==> src/hdl/ffpa_pkg.sv <==
`timescale 1ns / 1ps
`default_nettype none
// ----------------------------------------------------------------------------
// ffpa_pkg
// Shared types and constants of the first-fit page allocator.
// ----------------------------------------------------------------------------
package ffpa_pkg;

	localparam int NUM_PAGES   = 16384;
	localparam int MAX_EXTENTS = 64;
	localparam int PW          = 14;
	localparam int CW          = 15;
	localparam int IW          = $clog2(MAX_EXTENTS);
	localparam int UW          = $clog2(MAX_EXTENTS + 1);

	typedef enum logic [1:0] {
		OP_ADD   = 2'd0,
		OP_ALLOC = 2'd1,
		OP_FREE  = 2'd2,
		OP_NONE  = 2'd3
	} op_t;

	typedef enum logic [1:0] {
		ST_DONE  = 2'd0,
		ST_NOFIT = 2'd1,
		ST_FULL  = 2'd2,
		ST_RSVD  = 2'd3
	} status_t;

	typedef enum logic [2:0] {
		ACT_NONE      = 3'd0,
		ACT_WR        = 3'd1,
		ACT_WR_REMOVE = 3'd2,
		ACT_REMOVE    = 3'd3,
		ACT_INSERT    = 3'd4
	} act_t;

	typedef struct packed {
		logic [PW-1:0] st;
		logic [CW-1:0] len;
	} ext_t;

	typedef struct packed {
		logic cap;
		logic scan;
		logic decide;
		logic wr_ent;
		logic sl_rd;
		logic sl_wr;
		logic sr_rd;
		logic sr_wr;
		logic fin;
	} cmd_t;

	typedef struct packed {
		logic scan_done;
		act_t act;
		act_t act_q;
		logic sl_more;
		logic sr_more;
	} sts_t;

endpackage
`default_nettype wire

==> src/hdl/first_fit_page_allocator_top.sv <==
`timescale 1ns / 1ps
`default_nettype none
// ----------------------------------------------------------------------------
// first_fit_page_allocator_top
// First-fit page allocator with coalescing on free over an extent table.
// ----------------------------------------------------------------------------
// Sequence: after the input transfer the used entries are scanned and a decision is
// taken; then an in-place rewrite, a removal, or both for a two-sided merge, or an
// insert, moving table entries one at a time; then the result is presented.
// Throughput: one operation at a time; the next input transfer is taken no
// earlier than the cycle after the result transfer.
// Reset: the table is empty and the free total is zero; no clearing pass.
module first_fit_page_allocator_top (
	input  wire logic                     clk,
	input  wire logic                     arst_n,
	input  wire logic                     in_valid,
	output logic                          in_ready,
	input  wire logic [1:0]               operation,
	input  wire logic [ffpa_pkg::PW-1:0]  start_page,
	input  wire logic [ffpa_pkg::CW-1:0]  page_count,
	output logic                          out_valid,
	input  wire logic                     out_ready,
	output logic [1:0]                    status,
	output logic [ffpa_pkg::PW-1:0]       granted_page,
	output logic [ffpa_pkg::CW-1:0]       free_total
);
	import ffpa_pkg::*;

	cmd_t cmd;
	sts_t sts;

	ffpa_ctrl u_ctrl (
		.clk      (clk),
		.arst_n   (arst_n),
		.in_valid (in_valid),
		.in_ready (in_ready),
		.out_valid(out_valid),
		.out_ready(out_ready),
		.sts      (sts),
		.cmd      (cmd)
	);

	ffpa_dp u_dp (
		.clk         (clk),
		.arst_n      (arst_n),
		.operation   (operation),
		.start_page  (start_page),
		.page_count  (page_count),
		.cmd         (cmd),
		.sts         (sts),
		.status      (status),
		.granted_page(granted_page),
		.free_total  (free_total)
	);

endmodule
`default_nettype wire

==> src/hdl/ffpa_ctrl.sv <==
`timescale 1ns / 1ps
`default_nettype none
// ----------------------------------------------------------------------------
// ffpa_ctrl
// Controller state machine: sequences scan, decision, table moves and result.
// ----------------------------------------------------------------------------
module ffpa_ctrl (
	input  wire logic           clk,
	input  wire logic           arst_n,
	input  wire logic           in_valid,
	output logic                in_ready,
	output logic                out_valid,
	input  wire logic           out_ready,
	input  wire ffpa_pkg::sts_t sts,
	output ffpa_pkg::cmd_t      cmd
);
	import ffpa_pkg::*;

	typedef enum logic [9:0] {
		S_IDLE = 10'b0000000001,
		S_SCAN = 10'b0000000010,
		S_DEC  = 10'b0000000100,
		S_WR   = 10'b0000001000,
		S_SLRD = 10'b0000010000,
		S_SLWR = 10'b0000100000,
		S_SRRD = 10'b0001000000,
		S_SRWR = 10'b0010000000,
		S_FIN  = 10'b0100000000,
		S_OUT  = 10'b1000000000
	} state_t;

	state_t state_q, state_d;

	assign in_ready  = (state_q == S_IDLE);
	assign out_valid = (state_q == S_OUT);

	always_comb begin
		state_d = state_q;
		cmd     = '0;
		case (state_q)
			S_IDLE: begin
				if (in_valid) begin
					cmd.cap = 1'b1;
					state_d = S_SCAN;
				end
			end
			S_SCAN: begin
				cmd.scan = 1'b1;
				if (sts.scan_done) state_d = S_DEC;
			end
			S_DEC: begin
				cmd.decide = 1'b1;
				case (sts.act)
					ACT_WR, ACT_WR_REMOVE: state_d = S_WR;
					ACT_REMOVE:            state_d = S_SLRD;
					ACT_INSERT:            state_d = S_SRRD;
					default:               state_d = S_FIN;
				endcase
			end
			S_WR: begin
				cmd.wr_ent = 1'b1;
				state_d = (sts.act_q == ACT_WR_REMOVE) ? S_SLRD : S_FIN;
			end
			S_SLRD: begin
				if (sts.sl_more) begin
					cmd.sl_rd = 1'b1;
					state_d = S_SLWR;
				end else begin
					state_d = S_FIN;
				end
			end
			S_SLWR: begin
				cmd.sl_wr = 1'b1;
				state_d = S_SLRD;
			end
			S_SRRD: begin
				if (sts.sr_more) begin
					cmd.sr_rd = 1'b1;
					state_d = S_SRWR;
				end else begin
					state_d = S_WR;
				end
			end
			S_SRWR: begin
				cmd.sr_wr = 1'b1;
				state_d = S_SRRD;
			end
			S_FIN: begin
				cmd.fin = 1'b1;
				state_d = S_OUT;
			end
			S_OUT: begin
				if (out_ready) state_d = S_IDLE;
			end
			default: state_d = S_IDLE;
		endcase
	end

	always_ff @(posedge clk or negedge arst_n) begin
		if (!arst_n) begin
			state_q <= S_IDLE;
		end else begin
			state_q <= state_d;
		end
	end

endmodule
`default_nettype wire

==> src/hdl/ffpa_dp.sv <==
`timescale 1ns / 1ps
`default_nettype none
// ----------------------------------------------------------------------------
// ffpa_dp
// Datapath: extent table memory, scan evaluation, decision and counters.
// ----------------------------------------------------------------------------
module ffpa_dp (
	input  wire logic                     clk,
	input  wire logic                     arst_n,
	input  wire logic [1:0]               operation,
	input  wire logic [ffpa_pkg::PW-1:0]  start_page,
	input  wire logic [ffpa_pkg::CW-1:0]  page_count,
	input  wire ffpa_pkg::cmd_t           cmd,
	output ffpa_pkg::sts_t                sts,
	output logic [1:0]                    status,
	output logic [ffpa_pkg::PW-1:0]       granted_page,
	output logic [ffpa_pkg::CW-1:0]       free_total
);
	import ffpa_pkg::*;

	localparam int XW = PW + 2;

	ext_t          mem_q [MAX_EXTENTS];
	ext_t          rdata_q;
	logic [IW-1:0] rd_addr;
	logic          we;
	logic [IW-1:0] wa;
	ext_t          wd;

	op_t           op_q;
	logic [PW-1:0] s_q;
	logic [CW-1:0] n_q;
	logic          skip_q;
	logic [UW-1:0] used_q;
	logic [CW-1:0] free_q;
	logic [UW-1:0] sp_q;
	logic          rv_s1;
	logic [IW-1:0] ridx_s1;
	logic          ovl_q, nxt_v_q, fnd_q;
	logic [UW-1:0] pos_q;
	ext_t          prev_q, nxt_q, fent_q;
	logic [IW-1:0] fidx_q;
	logic [UW-1:0] p_q;
	ext_t          wr_ent_q;
	logic [IW-1:0] wr_idx_q;
	act_t          act_q;
	status_t       status_q;
	logic [PW-1:0] granted_q;

	logic [XW-1:0] room, n_ext, e_end, s_end;
	logic [CW-1:0] n_clip;
	logic          ml, mr, ok, chg;
	act_t          act;
	status_t       st_d;
	ext_t          ent_d;
	logic [IW-1:0] idx_d;
	logic [UW-1:0] p_d;

	assign room  = XW'(NUM_PAGES) - {2'b0, start_page};
	assign n_ext = {1'b0, page_count};
	assign n_clip = (n_ext > room) ? room[CW-1:0] : page_count;

	assign e_end = {2'b0, rdata_q.st} + {1'b0, rdata_q.len};
	assign s_end = {2'b0, s_q} + {1'b0, n_q};

	assign ml = (op_q == OP_FREE) && (pos_q != '0) &&
		(({2'b0, prev_q.st} + {1'b0, prev_q.len}) == {2'b0, s_q});
	assign mr = (op_q == OP_FREE) && nxt_v_q && (s_end == {2'b0, nxt_q.st});

	always_comb begin
		act   = ACT_NONE;
		st_d  = ST_DONE;
		ent_d = fent_q;
		idx_d = fidx_q;
		p_d   = {1'b0, fidx_q};
		case (op_q)
			OP_ALLOC: begin
				if (n_q == '0 || n_q > free_q || !fnd_q) begin
					st_d = ST_NOFIT;
				end else if (fent_q.len == n_q) begin
					act = ACT_REMOVE;
				end else begin
					act = ACT_WR;
					ent_d.st  = fent_q.st + n_q[PW-1:0];
					ent_d.len = fent_q.len - n_q;
				end
			end
			OP_ADD, OP_FREE: begin
				if (skip_q) begin
					act = ACT_NONE;
				end else if (ovl_q) begin
					st_d = ST_NOFIT;
				end else if (ml && mr) begin
					act = ACT_WR_REMOVE;
					idx_d = IW'(pos_q - 1'b1);
					ent_d.st  = prev_q.st;
					ent_d.len = prev_q.len + n_q + nxt_q.len;
					p_d = pos_q;
				end else if (ml) begin
					act = ACT_WR;
					idx_d = IW'(pos_q - 1'b1);
					ent_d.st  = prev_q.st;
					ent_d.len = prev_q.len + n_q;
				end else if (mr) begin
					act = ACT_WR;
					idx_d = pos_q[IW-1:0];
					ent_d.st  = s_q;
					ent_d.len = nxt_q.len + n_q;
				end else if (used_q >= UW'(MAX_EXTENTS)) begin
					st_d = ST_FULL;
				end else begin
					act = ACT_INSERT;
					idx_d = pos_q[IW-1:0];
					ent_d.st  = s_q;
					ent_d.len = n_q;
					p_d = used_q;
				end
			end
			default: act = ACT_NONE;
		endcase
	end

	assign ok  = (st_d == ST_DONE);
	assign chg = ok && !skip_q && (op_q != OP_NONE);

	assign sts.scan_done = (sp_q >= used_q) && !rv_s1;
	assign sts.act       = act;
	assign sts.act_q     = act_q;
	assign sts.sl_more   = (p_q + 1'b1) < used_q;
	assign sts.sr_more   = p_q > pos_q;

	always_comb begin
		rd_addr = sp_q[IW-1:0];
		if (cmd.sl_rd) rd_addr = IW'(p_q + 1'b1);
		if (cmd.sr_rd) rd_addr = IW'(p_q - 1'b1);
		we = cmd.wr_ent || cmd.sl_wr || cmd.sr_wr;
		wa = cmd.wr_ent ? wr_idx_q : p_q[IW-1:0];
		wd = cmd.wr_ent ? wr_ent_q : rdata_q;
	end

	always_ff @(posedge clk) begin
		rdata_q <= mem_q[rd_addr];
		if (we) mem_q[wa] <= wd;
	end

	always_ff @(posedge clk) begin
		if (cmd.cap) begin
			op_q   <= op_t'(operation);
			s_q    <= start_page;
			n_q    <= (op_t'(operation) == OP_ALLOC) ? page_count : n_clip;
			skip_q <= (page_count == '0) || ({2'b0, start_page} >= XW'(NUM_PAGES));
			ovl_q   <= 1'b0;
			nxt_v_q <= 1'b0;
			fnd_q   <= 1'b0;
			pos_q   <= '0;
		end
		if (rv_s1) begin
			if ({2'b0, s_q} < e_end && {2'b0, rdata_q.st} < s_end) ovl_q <= 1'b1;
			if (rdata_q.st <= s_q) begin
				pos_q  <= {1'b0, ridx_s1} + 1'b1;
				prev_q <= rdata_q;
			end else if (!nxt_v_q) begin
				nxt_v_q <= 1'b1;
				nxt_q   <= rdata_q;
			end
			if (!fnd_q && rdata_q.len >= n_q) begin
				fnd_q  <= 1'b1;
				fidx_q <= ridx_s1;
				fent_q <= rdata_q;
			end
		end
		if (cmd.scan) ridx_s1 <= sp_q[IW-1:0];
		if (cmd.decide) begin
			wr_ent_q  <= ent_d;
			wr_idx_q  <= idx_d;
			act_q     <= act;
			status_q  <= st_d;
			granted_q <= (op_q == OP_ALLOC && ok) ? fent_q.st : '0;
			p_q       <= p_d;
		end
		if (cmd.sl_wr) p_q <= p_q + 1'b1;
		if (cmd.sr_wr) p_q <= p_q - 1'b1;
	end

	always_ff @(posedge clk or negedge arst_n) begin
		if (!arst_n) begin
			used_q <= '0;
			free_q <= '0;
			sp_q   <= '0;
			rv_s1  <= 1'b0;
		end else begin
			if (cmd.cap) begin
				sp_q  <= '0;
				rv_s1 <= 1'b0;
			end else if (cmd.scan) begin
				rv_s1 <= sp_q < used_q;
				if (sp_q < used_q) sp_q <= sp_q + 1'b1;
			end else begin
				rv_s1 <= 1'b0;
			end
			if (cmd.decide && chg) begin
				if (op_q == OP_ALLOC) free_q <= free_q - n_q;
				else                  free_q <= free_q + n_q;
			end
			if (cmd.fin) begin
				case (act_q)
					ACT_INSERT:                used_q <= used_q + 1'b1;
					ACT_REMOVE, ACT_WR_REMOVE: used_q <= used_q - 1'b1;
					default:                   used_q <= used_q;
				endcase
			end
		end
	end

	assign status       = status_q;
	assign granted_page = granted_q;
	assign free_total   = free_q;

endmodule
`default_nettype wire
==> config.mk <==
export PLATFORM = sky130hd
export DESIGN_NAME = first_fit_page_allocator_top
export DESIGN_NICKNAME = d
export VERILOG_FILES = /design/src/hdl/ffpa_pkg.sv /design/src/hdl/first_fit_page_allocator_top.sv /design/src/hdl/ffpa_ctrl.sv /design/src/hdl/ffpa_dp.sv
export SDC_FILE = /design/constraint.sdc
export NUM_CORES = 2
export LEC_CHECK = 0
export ABC_AREA = 1
export BUFFER_PORTS_ARGS = -buffer_cell sky130_fd_sc_hd__buf_4
export CORE_AREA = 2 2 475 477
export CTS_BUF_LIST = sky130_fd_sc_hd__clkbuf_8
export DETAILED_ROUTE_END_ITERATION = 10
export DIE_AREA = 0 0 477 479
export GPL_TIMING_DRIVEN = 0
export PLACE_DENSITY = 0.63
export SYNTH_ARGS = -nofsm -noshare
export SYNTH_HDL_FRONTEND = slang
export SYNTH_SLANG_ARGS = --single-unit
==> constraint.sdc <==
create_clock -name clk -period 12.1 [get_ports clk]
set_input_delay 0.605 -clock clk [delete_from_list [all_inputs] [get_ports clk]]
set_output_delay 0.605 -clock clk [all_outputs]
set_load 0.02 [all_outputs]
==> impl_metrics.csv <==
group,metric,value,unit
sta,min_period_over_period,56.74,%
global_route,grt_pass1_vias,71090,
floorplan,initial_core_util,44.76,%
worst_setup_path,worstSetupPathType,"register to register",
logic_synthesis,ys.flop_type,"edfxtp_1",
route,first_iter_violations,9135,
logic_synthesis,synth_area,100100,um2
clocking,clock_sinks,2127,
cells_and_area,fin_cells,13390,
sta,rsz0062_at_grt,"no",
worst_setup_path,cp_common_cell,"nand2_1",
global_route,grt_antenna_before_repair,18,
floorplan,pin_count,68,
worst_setup_path,path_buf_inv,5,
sta,finalCriticalPeriod,6.865,ns
logic_synthesis,ys_warn_count,0,
logic_synthesis,synthArstFlopShare,1.881,%
worst_setup_path,arrival,7.68,ns
route,wl_per_cell,24.94,um
global_route,grt_max_degree,65,
clocking,cts_tree,"yes",
floorplan,rows,174,
floorplan,die_h,479,um
worst_setup_path,critPathSlowestCell,"edfxtp_1",
route,ant_nets,0,
worst_setup_path,reg2reg_depth,21,
placed_design,port_buffers,67,
clocking,cts_made_buffers,372,
route,avgViaCountPerCell,5.563,
cells_and_area,layout_commonest_cell,"nand2_1",
logic_synthesis,synth-seq-cells,2127,
clocking,clk_pin_slew,0.07,ns
worst_setup_path,reg2reg_setup_slack,5.23,ns
power,total_leakage_power,0.04501,uW
placed_design,placed_cells,12700,
sta,hold_viol_final,0,
logic_synthesis,syn-num-nets,9840,
sta,hold_slack,0.1033,ns
floorplan,fp.dieW,477,um
worst_setup_path,required,12.91,ns
worst_setup_path,r2r_end,"u_dp.wr_ent_q[27]",
global_route,grt_use_total,28.54,%
sta,finalWorstSetupSlack,5.235,ns
worst_setup_path,rr_startpoint,"u_dp.n_q[1]",
min_path,worst_hold_path_type,"input port to async pin",
worst_setup_path,cp-start-kind,"register",
clocking,clock_latency,1.12,ns
cells_and_area,nNetsFinal,10400,
clocking,cts_hold_buf,34,
power,vdd_drop_max,0.1828,mV
cells_and_area,fin_util,50.76,%
worst_setup_path,end_kind,"register",
outcome,outcome,"complete, no violations",
global_route,grt_pass1_wl,477.1,mm
worst_setup_path,worstPathMaxFanout,12,
worst_setup_path,critPathMaxStageDelay,1.05,ns
worst_setup_path,cp.depth,21,
sta,timing.slew.headroom,7.074,%
run,drv_cap,0,
worst_setup_path,cp-endpoint,"u_dp.wr_ent_q[27]",
placed_design,dp_hpwl,236.8,mm
worst_setup_path,path_delay_family,"simple AND/OR/NAND/NOR gates",
power,pwr_density_cell,208.3,nW/um2
clocking,cts_buffer_depth,4,
logic_synthesis,ys_seq_area_share,63.23,%
sta,fin_tns_setup,0,ns
worst_setup_path,path_cells,"inv_1, fa_1, inv_1, nand3_1, nand2_1, nand2_2, nand2_2, nand2_1, nand2_1, nand2_1, a21oi_1, nand2_1, nor2_1, ha_1, clkbuf_1, inv_1, nand2_2, buf_2, o21ai_0, o211ai_1, nand2_1",
cells_and_area,fill_cells,19950,
global_route,grt.overflow.total,0,
sta,worstMarginPinSlew,1.385,ns
placed_design,place_congestion,1.016,
placed_design,pre_cts_ws,5.300,ns
cells_and_area,drive_above_1_share,10.76,%
clocking,root_buffer,"clkbuf_8",
logic_synthesis,synth_cells,9551,
clocking,htreeDepth,5,
sta,fmax,145.7,MHz
cells_and_area,final_cell_mix,"nand2_1, edfxtp_1, inv_1, nand3_1, o211ai_1",
sta,finalSetupViolations,0,
clocking,post_cts_buffers,0,
route,drc,0,
route,dr_total_vias,74500,
worst_setup_path,startpoint,"u_dp.n_q[1]",
clocking,post_cts_resized,0,
logic_synthesis,synth_edf_count,2048,
sta,clock-skew-final,0.1246,ns
sta,slew_violations,0,
route,dr.pass1.iters,6,
floorplan,core_region_area,223600,um2
logic_synthesis,syn_avg_cell_area,10.48,um2
floorplan,die-area,228500,um2
cells_and_area,area_delta_synth_final,13.40,%
logic_synthesis,ys_types,58,
route,route.final.wire_length,333.9,mm
==> synth_stat cells, drive strengths merged, types with 39 or more instances <==
| master | n | share of area (%) |
|---|---|---|
| o211ai | 597 | 4.5 |
| o21ai | 285 | 1.4 |
| dfxtp | 39 | 0.78 |
| a21oi | 283 | 1.4 |
| dfrtp | 39 | 0.98 |
| ha | 243 | 3.0 |
| edfxtp | 2048 | 61 |
| nand3 | 1246 | 6.3 |
| nand2 | 2223 | 8.4 |
| nor2 | 255 | 0.97 |
| nand3b | 43 | 0.34 |
| nand4 | 49 | 0.31 |
| nor3 | 56 | 0.30 |
| clkbuf | 100 | 0.38 |
| buf | 371 | 1.9 |
| inv | 1389 | 5.2 |
| xor2 | 93 | 0.81 |
==> kinds of logic (layout without fill, tap and decap cells) <==
logic type / Yosys count / after routing / synth area share (%)
xor+xnor: 129 / 129 / 1.129
other cells: 0 / 9 / 0
buf+inv: 1867 / 2706 / 7.521
flops: 2127 / 2127 / 63.23
simple gates: 3936 / 3936 / 16.96
compound gates: 1238 / 1238 / 7.903
fa+ha+maj: 254 / 254 / 3.258
==> how the worst min path moves through the flow <==
| stage | cells past startpoint | from | slack, ns | end |
|---|---|---|---|---|
| after floorplan | 0 | arst_n | 0.31 | u_ctrl.state_q[1] |
| after global placement | 1 | u_dp.sp_q[6] | 0.46 | u_dp.sp_q[6] |
| after detailed placement | 2 | u_dp.ovl_q | 0.48 | u_dp.ovl_q |
| after CTS | 2 | arst_n | 0.06 | u_dp.used_q[3] |
| after global routing | 2 | arst_n | 0.11 | u_dp.used_q[2] |
| final | 2 | arst_n | 0.10 | u_dp.used_q[2] |
==> state kept, by name, summed over array words and instances (netlist names), 2 cells and up <==
register,flops
u_dp.pos_q,7
u_dp.ridx_s1,6
u_dp.act_q,3
u_dp.nxt_q,29
u_dp.op_q,2
u_dp.prev_q,29
u_dp.status,2
u_dp.fidx_q,6
u_dp.rdata_q,29
u_dp.granted_page,14
u_dp.wr_idx_q,6
u_dp.p_q,7
u_dp.wr_ent_q,29
u_dp.fent_q,29
u_dp.sp_q,7
u_dp.used_q,7
u_dp.free_total,15
u_ctrl.state_q,10
u_dp.s_q,14
u_dp.mem_q,1856
u_dp.n_q,15
==> final cells by class <==
cell class	instances	area (um2)	share of cell area, %
diodes	9	22.52	0.01984
plain buffers	471	2287	2.015
clock buffers	387	5326	4.693
clock inverters	264	1295	1.141
inverters	1396	5240	4.617
multi-input cells	5557	29990	26.42
flip-flops and latches	2127	63280	55.76
well taps	2992	3744	3.299
repair buffers	188	2306	2.032
==> through the flow <==
stage	area, um2	power [uW]
after floorplan	100100	13910
after global placement	104300	17260
after detailed placement	106500	17480
after CTS	113500	23540
after global routing	113500	24540
final	113500	23640
==> worst reg2reg max path, cell delays in order, from the launching register on <==
cell and delay, ns:
edfxtp_1 1.05, inv_1 0.62, fa_1 0.62, inv_1 0.12
nand3_1 0.09, nand2_1 0.17, nand2_2 0.09, nand2_2 0.10
nand2_1 0.08, nand2_1 0.07, nand2_1 0.06, a21oi_1 0.30
nand2_1 0.09, nor2_1 0.85, ha_1 0.29, clkbuf_1 0.41
inv_1 0.28, nand2_2 0.26, buf_2 0.35, o21ai_0 0.22
o211ai_1 0.39, nand2_1 0.14
==> power breakdown <==
group / switching [uW] / leakage, uW / internal [uW]
clock network: 3010 / 0.00385 / 3120
registers: 510 / 0.0193 / 9330
logic: 5630 / 0.0219 / 2050
total: 9150 / 0.0450 / 14500
==> metal layers <==
layer | routed length, um | global-route usage (%) | vias up
li1 | - | - | 34050
met1 | 132400 | 37.29 | 35920
met2 | 153100 | 45.87 | 3729
met3 | 31700 | 5.961 | 788
met4 | 16700 | 12.80 | 4
met5 | 28 | 0 | -
(Power assumes the default switching activity.)
